[src/hw/rtl/spn_pkg.sv]
// Shared types and constants of the spectral peak normalizer.
package spn_pkg;

  localparam int SAMPLE_W   = 24;
  localparam int MAG_W      = 32;
  localparam int GAIN_W     = 32;
  localparam int IDX_W      = 11;
  localparam int CFG_DATA_W = 32;
  localparam int RATIO_W    = 31;

  // Input command codes.
  localparam logic CMD_LOAD = 1'b0;
  localparam logic CMD_READ = 1'b1;

  // Result kinds.
  localparam logic KIND_DONE   = 1'b0;
  localparam logic KIND_SAMPLE = 1'b1;

  // Register indexes.
  localparam logic REG_FIRST_STEP = 1'b0;
  localparam logic REG_GRID_RATIO = 1'b1;

  localparam logic [CFG_DATA_W-1:0] FIRST_STEP_RST = 32'd3579139;
  localparam logic [RATIO_W-1:0]    GRID_RATIO_RST = 31'd1086405535;
  localparam logic [GAIN_W-1:0]     GAIN_UNITY     = 32'h0100_0000;

  localparam logic [63:0] HALF_PI_Q30 = 64'd1686629713;
  localparam logic [63:0] ONE_Q30     = 64'd1 << 30;
  localparam logic [63:0] ONE_Q24     = 64'd1 << 24;

  // Commands from the controller to the datapath.
  typedef struct packed {
    logic load;
    logic rd_start;
    logic rd_mul;
    logic out_read;
    logic an_init;
    logic pt_init;
    logic issue;
    logic mag;
    logic sq;
    logic root_start;
    logic pt_done;
    logic div_start;
    logic gain_load;
    logic out_an;
  } spn_cmd_t;

  // Status from the datapath to the controller.
  typedef struct packed {
    logic tap_last;
    logic pipe_busy;
    logic root_busy;
    logic grid_last;
    logic div_busy;
  } spn_sts_t;

endpackage

[src/hw/rtl/spn_ctrl.sv]
// Controller: sequences loads, reads, the grid analysis and the result register.
module spn_ctrl import spn_pkg::*; (
  input  logic     clk,
  input  logic     rst_n,
  input  logic     in_valid,
  input  logic     in_cmd,
  input  logic     in_last,
  output logic     in_stall,
  input  logic     out_stall,
  output logic     out_valid,
  output spn_cmd_t cmd,
  input  spn_sts_t sts
);

  typedef enum logic [14:0] {
    S_IDLE      = 15'b000_0000_0000_0001,
    S_RD_MUL    = 15'b000_0000_0000_0010,
    S_RD_OUT    = 15'b000_0000_0000_0100,
    S_AN_START  = 15'b000_0000_0000_1000,
    S_AN_RUN    = 15'b000_0000_0001_0000,
    S_AN_DRAIN  = 15'b000_0000_0010_0000,
    S_AN_MAG    = 15'b000_0000_0100_0000,
    S_AN_SQ     = 15'b000_0000_1000_0000,
    S_ROOT_GO   = 15'b000_0001_0000_0000,
    S_ROOT      = 15'b000_0010_0000_0000,
    S_AN_NEXT   = 15'b000_0100_0000_0000,
    S_DIV_GO    = 15'b000_1000_0000_0000,
    S_DIV       = 15'b001_0000_0000_0000,
    S_AN_OUT    = 15'b010_0000_0000_0000,
    S_SPARE     = 15'b100_0000_0000_0000
  } state_t;

  state_t state_r;
  state_t state_nxt;
  logic   out_valid_r;
  logic   out_valid_nxt;
  logic   out_free;

  assign out_free = !out_valid_r || !out_stall;
  assign in_stall = state_r != S_IDLE;

  // Next state and commands.
  always_comb begin
    state_nxt = state_r;
    cmd       = '0;
    unique case (state_r)
      S_IDLE: begin
        if (in_valid) begin
          if (in_cmd == CMD_READ) begin
            cmd.rd_start = 1'b1;
            state_nxt    = S_RD_MUL;
          end else begin
            cmd.load = 1'b1;
            if (in_last) begin
              state_nxt = S_AN_START;
            end
          end
        end
      end
      S_RD_MUL: begin
        cmd.rd_mul = 1'b1;
        state_nxt  = S_RD_OUT;
      end
      S_RD_OUT: begin
        if (out_free) begin
          cmd.out_read = 1'b1;
          state_nxt    = S_IDLE;
        end
      end
      S_AN_START: begin
        cmd.an_init = 1'b1;
        cmd.pt_init = 1'b1;
        state_nxt   = S_AN_RUN;
      end
      S_AN_RUN: begin
        cmd.issue = 1'b1;
        if (sts.tap_last) begin
          state_nxt = S_AN_DRAIN;
        end
      end
      S_AN_DRAIN: begin
        if (!sts.pipe_busy) begin
          state_nxt = S_AN_MAG;
        end
      end
      S_AN_MAG: begin
        cmd.mag   = 1'b1;
        state_nxt = S_AN_SQ;
      end
      S_AN_SQ: begin
        cmd.sq    = 1'b1;
        state_nxt = S_ROOT_GO;
      end
      S_ROOT_GO: begin
        cmd.root_start = 1'b1;
        state_nxt      = S_ROOT;
      end
      S_ROOT: begin
        if (!sts.root_busy) begin
          state_nxt = S_AN_NEXT;
        end
      end
      S_AN_NEXT: begin
        cmd.pt_done = 1'b1;
        cmd.pt_init = 1'b1;
        state_nxt   = sts.grid_last ? S_DIV_GO : S_AN_RUN;
      end
      S_DIV_GO: begin
        cmd.div_start = 1'b1;
        state_nxt     = S_DIV;
      end
      S_DIV: begin
        if (!sts.div_busy) begin
          cmd.gain_load = 1'b1;
          state_nxt     = S_AN_OUT;
        end
      end
      S_AN_OUT: begin
        if (out_free) begin
          cmd.out_an = 1'b1;
          state_nxt  = S_IDLE;
        end
      end
      default: begin
        state_nxt = S_IDLE;
      end
    endcase
  end

  // Result register valid: set on a load, cleared when taken.
  always_comb begin
    out_valid_nxt = out_valid_r;
    if (cmd.out_read || cmd.out_an) begin
      out_valid_nxt = 1'b1;
    end else if (out_valid_r && !out_stall) begin
      out_valid_nxt = 1'b0;
    end
  end

  always_ff @(posedge clk) begin
    if (!rst_n) begin
      state_r     <= S_IDLE;
      out_valid_r <= 1'b0;
    end else begin
      state_r     <= state_nxt;
      out_valid_r <= out_valid_nxt;
    end
  end

  assign out_valid = out_valid_r;

endmodule

[config.mk]
export PLATFORM = sky130hd
export DESIGN_NAME = spn_ctrl
export DESIGN_NICKNAME = d
export VERILOG_FILES = /design/src/hw/rtl/spn_pkg.sv /design/src/hw/rtl/spn_ctrl.sv
export SDC_FILE = /design/constraint.sdc
export NUM_CORES = 1
export LEC_CHECK = 0
export BUFFER_PORTS_ARGS = -buffer_cell sky130_fd_sc_hd__buf_4
export CORE_ASPECT_RATIO = 1.5
export CORE_UTILIZATION = 40
export CTS_CLUSTER_DIAMETER = 120
export DETAILED_ROUTE_END_ITERATION = 12
export GPL_TIMING_DRIVEN = 0
export PLACE_DENSITY_LB_ADDON = 0.25
export SLEW_MARGIN = 20
export SYNTH_ARGS = -nofsm -noshare
export SYNTH_HDL_FRONTEND = slang
export SYNTH_SLANG_ARGS = --single-unit
[constraint.sdc]
create_clock -name clk -period 4.23 [get_ports clk]
set_input_delay 0.2115 -clock clk [delete_from_list [all_inputs] [get_ports clk]]
set_output_delay 0.2115 -clock clk [all_outputs]
set_load 0.01 [all_outputs]
* Yosys cells after proc, flatten, opt, wreduce, memory -nomap -nowiden *
Index checks and enable logic that the tools add are counted.

storage, ports and cells
  register bits = 16
  input port bits = 11
  output and inout bits = 16
  word-level logic and storage cells = 63

cells by class
  equal/unequal tests = 22
  multiplexer cells = 30
  reduce and logical (&&, ||, !) cells = 9

operators with widths
  cell                    number
  $pmux W15 S13           1
  $mux W15                8
  $mux W1                 18
  $eq A15 B1 Y1 const B   1
  $eq A15 B10 Y1 const B  1
  $eq A15 B11 Y1 const B  1
  $eq A15 B12 Y1 const B  1
  $eq A15 B13 Y1 const B  1
  $eq A15 B14 Y1 const B  1
  $eq A15 B2 Y1 const B   1
  $eq A15 B3 Y1 const B   1
  $eq A15 B4 Y1 const B   1
  $eq A15 B5 Y1 const B   1
  $eq A15 B6 Y1 const B   1
  $eq A15 B7 Y1 const B   1
  $eq A15 B8 Y1 const B   1
  $eq A15 B9 Y1 const B   1
  $ne A15 B1 Y1 const B   1
  $mux W12                1
  $ne A2 B2 Y1 const B    5
  $reduce_and A7 Y1       1
  $mux W2                 2
  $reduce_or A2 Y1        2
  $ne A3 B3 Y1 const B    1
  5 further kinds         7

* Depth between registers and ports, before layout *
Gate-level depths: netlist (run 1).

  word-level depth = 6
  depth in mapped cells = 7

* Worst setup path after synthesis (run 1) *
Ideal clock, no wire load.

  path type = register to register
  start = reg state_r[11]
  end = reg state_r[0]
  library setup time = 0.116 ns
  arrival = 1.897 ns
  required time = 4.114 ns
  slack = 2.217 ns
  cell stages (with the launch flop) = 6
  buffers on the path = 0
  path through = dfxtp_1 nor3_1 nand4_2 nor4b_1 nor3_1 a41o_1

on the way
  cells in the longest elaborated chain, start to end = 4
  elaborated cells between the ends (all ways) = 24

ends and longest elaborated chain
  what                                                    RTL line         text
  start: declaration                                      spn_ctrl.sv:33   state_t state_r;
  start signal: assignment                                spn_ctrl.sv:145  state_r <= state_nxt;
  $eq A15 B14 Y1 / $eq A15 B3 Y1 (equally long branches)  spn_ctrl.sv:46   unique case (state_r)
  $reduce_or A2 Y1 (no line)                              -
  $ne A2 B1 Y1 (no line)                                  -
  $reduce_and A7 Y1 (no line)                             -

Parallel ways exist; a longest one is shown, timed or not.
A chain may end at the register's enable or synchronous reset.

==> results of run 1 <==
flip-flops by register name, indices dropped and copies added (netlist names):
register,flops
out_valid,1
state_r,14
logic make-up (layout without fill, tap and decap cells):
group / count (synthesis) / after routing / synth area share, %
flip-flops: 15 / 15 / 29.56
AND/OR/NAND/NOR: 71 / 71 / 49.76
buffers and inverters: 8 / 38 / 3.324
XOR/XNOR: 3 / 3 / 2.587
AO/OA/AOI/OAI: 22 / 22 / 14.78
through the flow:
| step | instances | setup slack [ns] | utilization [%] | hold slack (ns) |
|---|---|---|---|---|
| after detailed placement | 169 | 2.085 | 51.24 | 0.4148 |
| after global placement | 169 | 2.083 | 51.24 | 0.4121 |
| after global routing | 173 | 1.587 | 52.32 | 0.1147 |
| after CTS | 173 | 1.751 | 52.32 | 0.09791 |
| after floorplan | 119 | 2.217 | - | 0.2882 |
| final | 173 | 1.726 | 52.32 | 0.09772 |
per-layer routing:
metal | vias up | routed length, µm
met3 | 5 | 92
met2 | 28 | 1494
met5 | - | 0
li1 | 521 | -
met1 | 516 | 1137
met4 | 0 | 61
critical path, delay by kind of cell (launching register included):
family | cells | cell delay [ns]
DFF | 1 | 0.39
and+or+nand+nor | 4 | 1.13
buffers and inverters | 3 | 0.47
how the worst min path moves through the flow:
| stage | from | endpoint | slack [ns] | depth (start not counted) |
|---|---|---|---|---|
| 6_report | in_cmd | state_r[3] | 0.1 | 2 |
| 4_1_cts | in_cmd | state_r[3] | 0.1 | 2 |
| 2_1_floorplan | in_cmd | state_r[3] | 0.29 | 1 |
| 3_5_place_dp | in_cmd | state_r[3] | 0.41 | 2 |
| 5_1_grt | in_cmd | state_r[3] | 0.11 | 2 |
| 3_3_place_gp | in_cmd | state_r[3] | 0.41 | 2 |
power by group through the flow:
stage	clock network (mW)	registers [mW]	logic [mW]
3_3_place_gp	0	0.161	0.132
2_1_floorplan	0	0.159	0.0896
4_1_cts	0.0885	0.158	0.136
6_report	0.0895	0.159	0.135
3_5_place_dp	0	0.162	0.135
5_1_grt	0.0949	0.160	0.150
cell type report:
class | instances | area [µm²] | area share [%]
multi-input combinational | 96 | 681.9 | 53.80
sequential | 15 | 300.3 | 23.69
timing repair buffer | 26 | 195.2 | 15.40
tap | 24 | 30.03 | 2.369
clock buffer | 4 | 26.28 | 2.073
buffer | 4 | 18.77 | 1.481
inverter | 4 | 15.01 | 1.185
cell usage in the layout, fill, tap and decap left out, drive strengths merged, types with 5 or more instances in the layout:
master,count
a21oi,6
and3,6
buf,29
clkbuf,5
dfxtp,15
nor2,6
nor2b,5
nor3,11
nor3b,5
o21ai,5
==> run metrics, run 1 <==
min cycle time layout 2.504 ns; Die X 43.15 µm; Slew Limit Fails 0; Worst Setup EP cmd[13]; syn_nets between 100 and 150; M2 GR Usage a little under two fifths; Reg-to-Reg End state_r[3]; Starting Density a little over two fifths; first-pass GRT wire length between 4 and 5 mm; HP Class input pin to flip-flop; Finished Cell Area ~1300 µm²; register clock-pin slew on the reported worst setup and hold paths 0.10 ns; leakage power roughly 0.56 nW; peak supply drop ~230 µV; drc violations 0; post-DP HPWL around 2.1 mm; Comb power frac between 30% and 40%; clk buf depth 2; Die Ht between 60 and 70 µm; Worst setup EP type primary output; kind of critical path flip-flop to primary output; GRT Max-Usage Layer met2; I/O Buffers 26; cell chain of the critical path nor3_1 > and4_1 > clkbuf_1 > and2_1 > inv_2 > nor3b_1 > buf_4; Nets about 160; Total Routing Usage GR between 20% and 30%; post-DR wirelength/cell between 15 and 20 µm; initial antenna violation count 0; RD Place Congestion slightly above 0.9; Routed Antenna Nets 0; clk_lat worst skew 0.30 ns; largest net degree at the start of global routing 11; YS warnings 0; Psw 0.1380 mW; flop2flop setup slack approximately 2.1 ns; RSZ-0062 raised after global routing no; Max Fclk ~400 MHz; Area contributors post-synth dfxtp_1 (30%), nor3_1 (4.4%), and3_1 (3.7%), nor3b_1 (3.7%), and4_1 (3.4%); Power Density just over 300 nW/µm²; Clock Skews between 0.009 and 0.01 ns; layout cells sized above 1 between 20% and 30%; CTS tree built; number of iterations in the first detailed-routing pass 6; Int Power about 0.25 mW; Setup crit start kind flip-flop; clk sinks 15; routed via count ~1,100; core area 2422 µm²; Fill cells roughly 250; RR Startpoint state_r[13]; Max H-tree Level 1; Cell Area, Placed 1241 µm²; I/O pin count 27; postcts setup bufs 0; TritonCTS buffer count 3; crit path from state_r[13]; Synth Flop Type dfxtp_1; Final Cycle Share approximately 59%; Clock power frac a little under a quarter; Routed WL 2.785 mm; clk root buf clkbuf_4; grt ovf 0; vias per cell 6.185; part of the power in registers about two fifths; Tot Pwr around 0.38 mW; # setup viols final 0; sw frac a little over a third; syn avg cell area 8.538 µm²; cell count after synthesis between 100 and 150; CP max FO 7; M3 GR Usage 2.292%; vias in the first global route slightly below 1,000; top-count cell post-synth dfxtp_1; #FFs+latches synth 15; register area share after synthesis between 20% and 30%; asr flop ratio synth 0%; max_cap viols 0; status complete, no violations; Reg2Reg Depth 6; CP required 4.02 ns; top cell type by total area after synthesis dfxtp_1; P&R area growth vs syn 24.75%; Hold Vio Cnt, Final 0; EDFF count, synth 0; Worst EP arrival approximately 2.3 ns; # diodes 0; hold_buf cts 0; actual slew at the worst max-slew pin ~0.56 ns; die area roughly 2700 µm²; cell area after synthesis slightly above 1000 µm²; Yosys top cell area share around 30%; crit path max-delay cell type nor3_1; top post-synthesis cells by count dfxtp_1 (15), nor3_1 (9), a21oi_1 (6), and3_1 (6); synth unique cells between 40 and 50; slowest stage delay, CP approximately 0.46 ns; # rows 22; GR Util met1 25.52%; drt initial violations 37; Slew HR between 60% and 70%; CTS resizes 0; setup TNS 0 ns
Note: power is estimated with default switching activity, not from simulation.
==> run 2: changes to the inputs <==
Settings changed: ABC_AREA set to 1.
Clock period 4.23 ns to 2.1 ns, I/O delays scaled along.
==> run 2 against run 1 <==
  * The flow now finishes with violations (DRC)
  * Synthesized cell count is 41% higher
  * Utilization is 0.18 points lower
  * Flip-flop and latch count stayed put
  * Power grew to 3.4 times the previous value
  * Non-clock buffer count is 3 lower
  * First-iteration DRC count is 11% lower
  * Design area is 0.79% higher
==> run metrics, run 2 <==
status finished with violations (was complete, no violations); failing checks DRC; Max H-tree Level 1 (unchanged); clk root buf clkbuf_4 (unchanged); HP Class input pin to flip-flop (unchanged); setup TNS 0 ns (unchanged); largest net degree at the start of global routing 11 (unchanged); initial antenna violation count 0 (unchanged); commonest non-fill, non-tap cell in the layout nand2_1 (was buf_4); P&R area growth vs syn 24.51% (was 24.75%); postcts setup bufs 0 (unchanged); number of iterations in the first detailed-routing pass 8 (was 6); vias per cell 4.964 (was 6.185); min cycle time layout about 1.8 ns; top cell type by total area after synthesis dfxtp_1 (unchanged); cell count after synthesis 168 (was 119); RSZ-0062 raised after global routing no (unchanged); first-pass GRT wire length 4.416 mm (was 4.533 mm); register clock-pin slew on the reported worst setup and hold paths 0.09 ns (was 0.10 ns); CTS resizes 0 (unchanged); CP required 2.00 ns (was 4.02 ns); kind of critical path flip-flop to primary output (unchanged); asr flop ratio synth 0% (unchanged); vias in the first global route 1,075 (was 983); EDFF count, synth 0 (unchanged); top post-synthesis cells by count nand2_1 (37), nor2_1 (31), inv_1 (28) (was dfxtp_1 (15), nor3_1 (9), a21oi_1 (6), and3_1 (6)); Clock Skews 0.002071 ns (was 0.009040 ns); peak supply drop 650.1 µV (was 226.7 µV); top-count cell post-synth nand2_1 (was dfxtp_1); routed via count 1,102 (was 1,070); I/O Buffers 26 (unchanged); Min Hold Slack 0.04888 ns (was 0.09772 ns); # setup viols final 0 (unchanged); max_cap viols 0 (unchanged); GRT Max-Usage Layer met2 (unchanged); post-DP HPWL 2.118 mm (was 2.140 mm); CP max FO 6 (was 7); Area contributors post-synth dfxtp_1 (29%), nand2_1 (14%), nor2_1 (11%), inv_1 (10%), nor2_2 (6.7%) (was dfxtp_1 (30%), nor3_1 (4.4%), and3_1 (3.7%), nor3b_1 (3.7%), and4_1 (3.4%)); Max Fclk around 540 MHz; die area 2775 µm² (was 2750 µm²); #FFs+latches synth 15 (unchanged); # rows 22 (unchanged); layout cells sized above 1 27.78% (was 28.86%); M3 GR Usage 2.825% (was 2.292%); clk sinks 15 (unchanged); Worst setup EP type primary output (unchanged); drt initial violations 33 (was 37); CTS tree built (unchanged); Routed Antenna Nets 0 (unchanged); Total Routing Usage GR 20.94% (was 21.86%); register area share after synthesis 29.27% (was 29.56%); I/O pin count 27 (unchanged); Yosys top cell area share 29.27% (was 29.56%); syn_nets 179 (was 130); Synth Flop Type dfxtp_1 (unchanged); post-DR wirelength/cell 11.80 µm (was 16.10 µm); clk buf depth 2 (unchanged); Hold Vio Cnt, Final 0 (unchanged); leakage power 0.8014 nW (was 0.5550 nW); Power Density 1028 nW/µm² (was 302.6 nW/µm²); Setup crit start kind flip-flop (unchanged); syn avg cell area 6.107 µm² (was 8.538 µm²); RD Place Congestion 0.8271 (was 0.9277); Nets 210 (was 161); Fill cells 268 (was 254); synth unique cells 20 (was 43); Die X 43.35 µm (was 43.15 µm); flop2flop setup slack 0.53 ns (was 2.08 ns); TritonCTS buffer count 3 (unchanged); Slew Limit Fails 0 (unchanged); Final Cycle Share approximately 90%; multi-input logic area 609.3 µm² (was 681.9 µm²); Biggest register state_r (unchanged); grt ovf 0 (unchanged); most frequent cells in the layout nand2_1 (37), nor2_1 (31), inv_1 (28), buf_4 (26), dfxtp_1 (15) (was buf_4 (26), dfxtp_1 (15), nor3_1 (9), and3_1 (6), a21oi_1 (6)); YS warnings 0 (unchanged); GR Util met1 22.65% (was 25.52%); drc violations 4 (was 0); hold_buf cts 0 (unchanged); Worst EP arrival 1.74 ns (was 2.29 ns); max reg flops 14 (unchanged); M2 GR Usage 39.20% (was 37.69%); Die Ht 64.03 µm (was 63.73 µm); flip-flop and latch area 300.3 µm² (unchanged); core area 2450 µm² (was 2422 µm²); # diodes 0 (unchanged); Routed WL 2.620 mm (was 2.785 mm); cell area after synthesis 1026 µm² (was 1016 µm²); Slew HR 66.10% (was 62.66%); clk_lat worst skew 0.30 ns (about the same); actual slew at the worst max-slew pin 0.5085 ns (was 0.5558 ns); Starting Density 41.88% (was 41.94%)
[run 2: area by class of cell]
type	instances	share of cell area [%]
plain buffers	1	0.2938
flip-flops and latches	15	23.51
repair buffers	26	15.28
well taps	24	2.351
clock buffers	4	2.057
inverters	30	8.815
multi-input cells	122	47.70
[run 2: routing by layer]
layer | vias to the layer above | routed length [µm]
li1 | 570 | -
met5 | - | 0
met3 | 5 | 117
met2 | 30 | 1405
met4 | 0 | 56
met1 | 497 | 1041
[run 2: worst paths after layout]
kind / start / endpoint / cells after the start
setup / recovery: state_r[12] / cmd[12] / 6
hold / removal: sts[1] / state_r[11] / 2
setup reg to reg: state_r[1] / state_r[10] / 10
hold reg to reg: state_r[4] / state_r[4] / 2
[run 2: cell families after synthesis]
family,count (synthesis),synth area share (%)
simple gates,119,57.93
flops,15,29.27
buf+inv,31,11.34
compound gates,3,1.463
[run 2: worst max-delay path, stage by stage, from the launching register on]
cell,delay (ns)
dfxtp_1,0.35
nor2_2,0.20
nand3_1,0.15
nor2_2,0.19
nand2_1,0.17
nor3_1,0.22
buf_4,0.16
[run 2: report_power, final]
group	leakage [nW]	total (mW)	internal, mW	switching (mW)
Sequential	0.122	0.383	0.337	0.0455
Combinational	0.664	0.752	0.263	0.489
Clock	0.0150	0.178	0.0742	0.104
Total	0.801	1.31	0.674	0.639
[run 2: stage by stage]
step / power (mW) / instances / util, % / worst slack (ns) / instance area (µm²)
final: 1.313 / 222 / 52.14 / 0.2570 / 1277
after global routing: 1.434 / 222 / 52.14 / 0.1220 / 1277
after CTS: 1.313 / 222 / 52.14 / 0.2572 / 1277
after detailed placement: 1.140 / 218 / 51.07 / 0.5604 / 1251
after global placement: 1.123 / 218 / 51.07 / 0.6045 / 1251
after floorplan: 0.9397 / 168 / - / 0.6940 / 1026
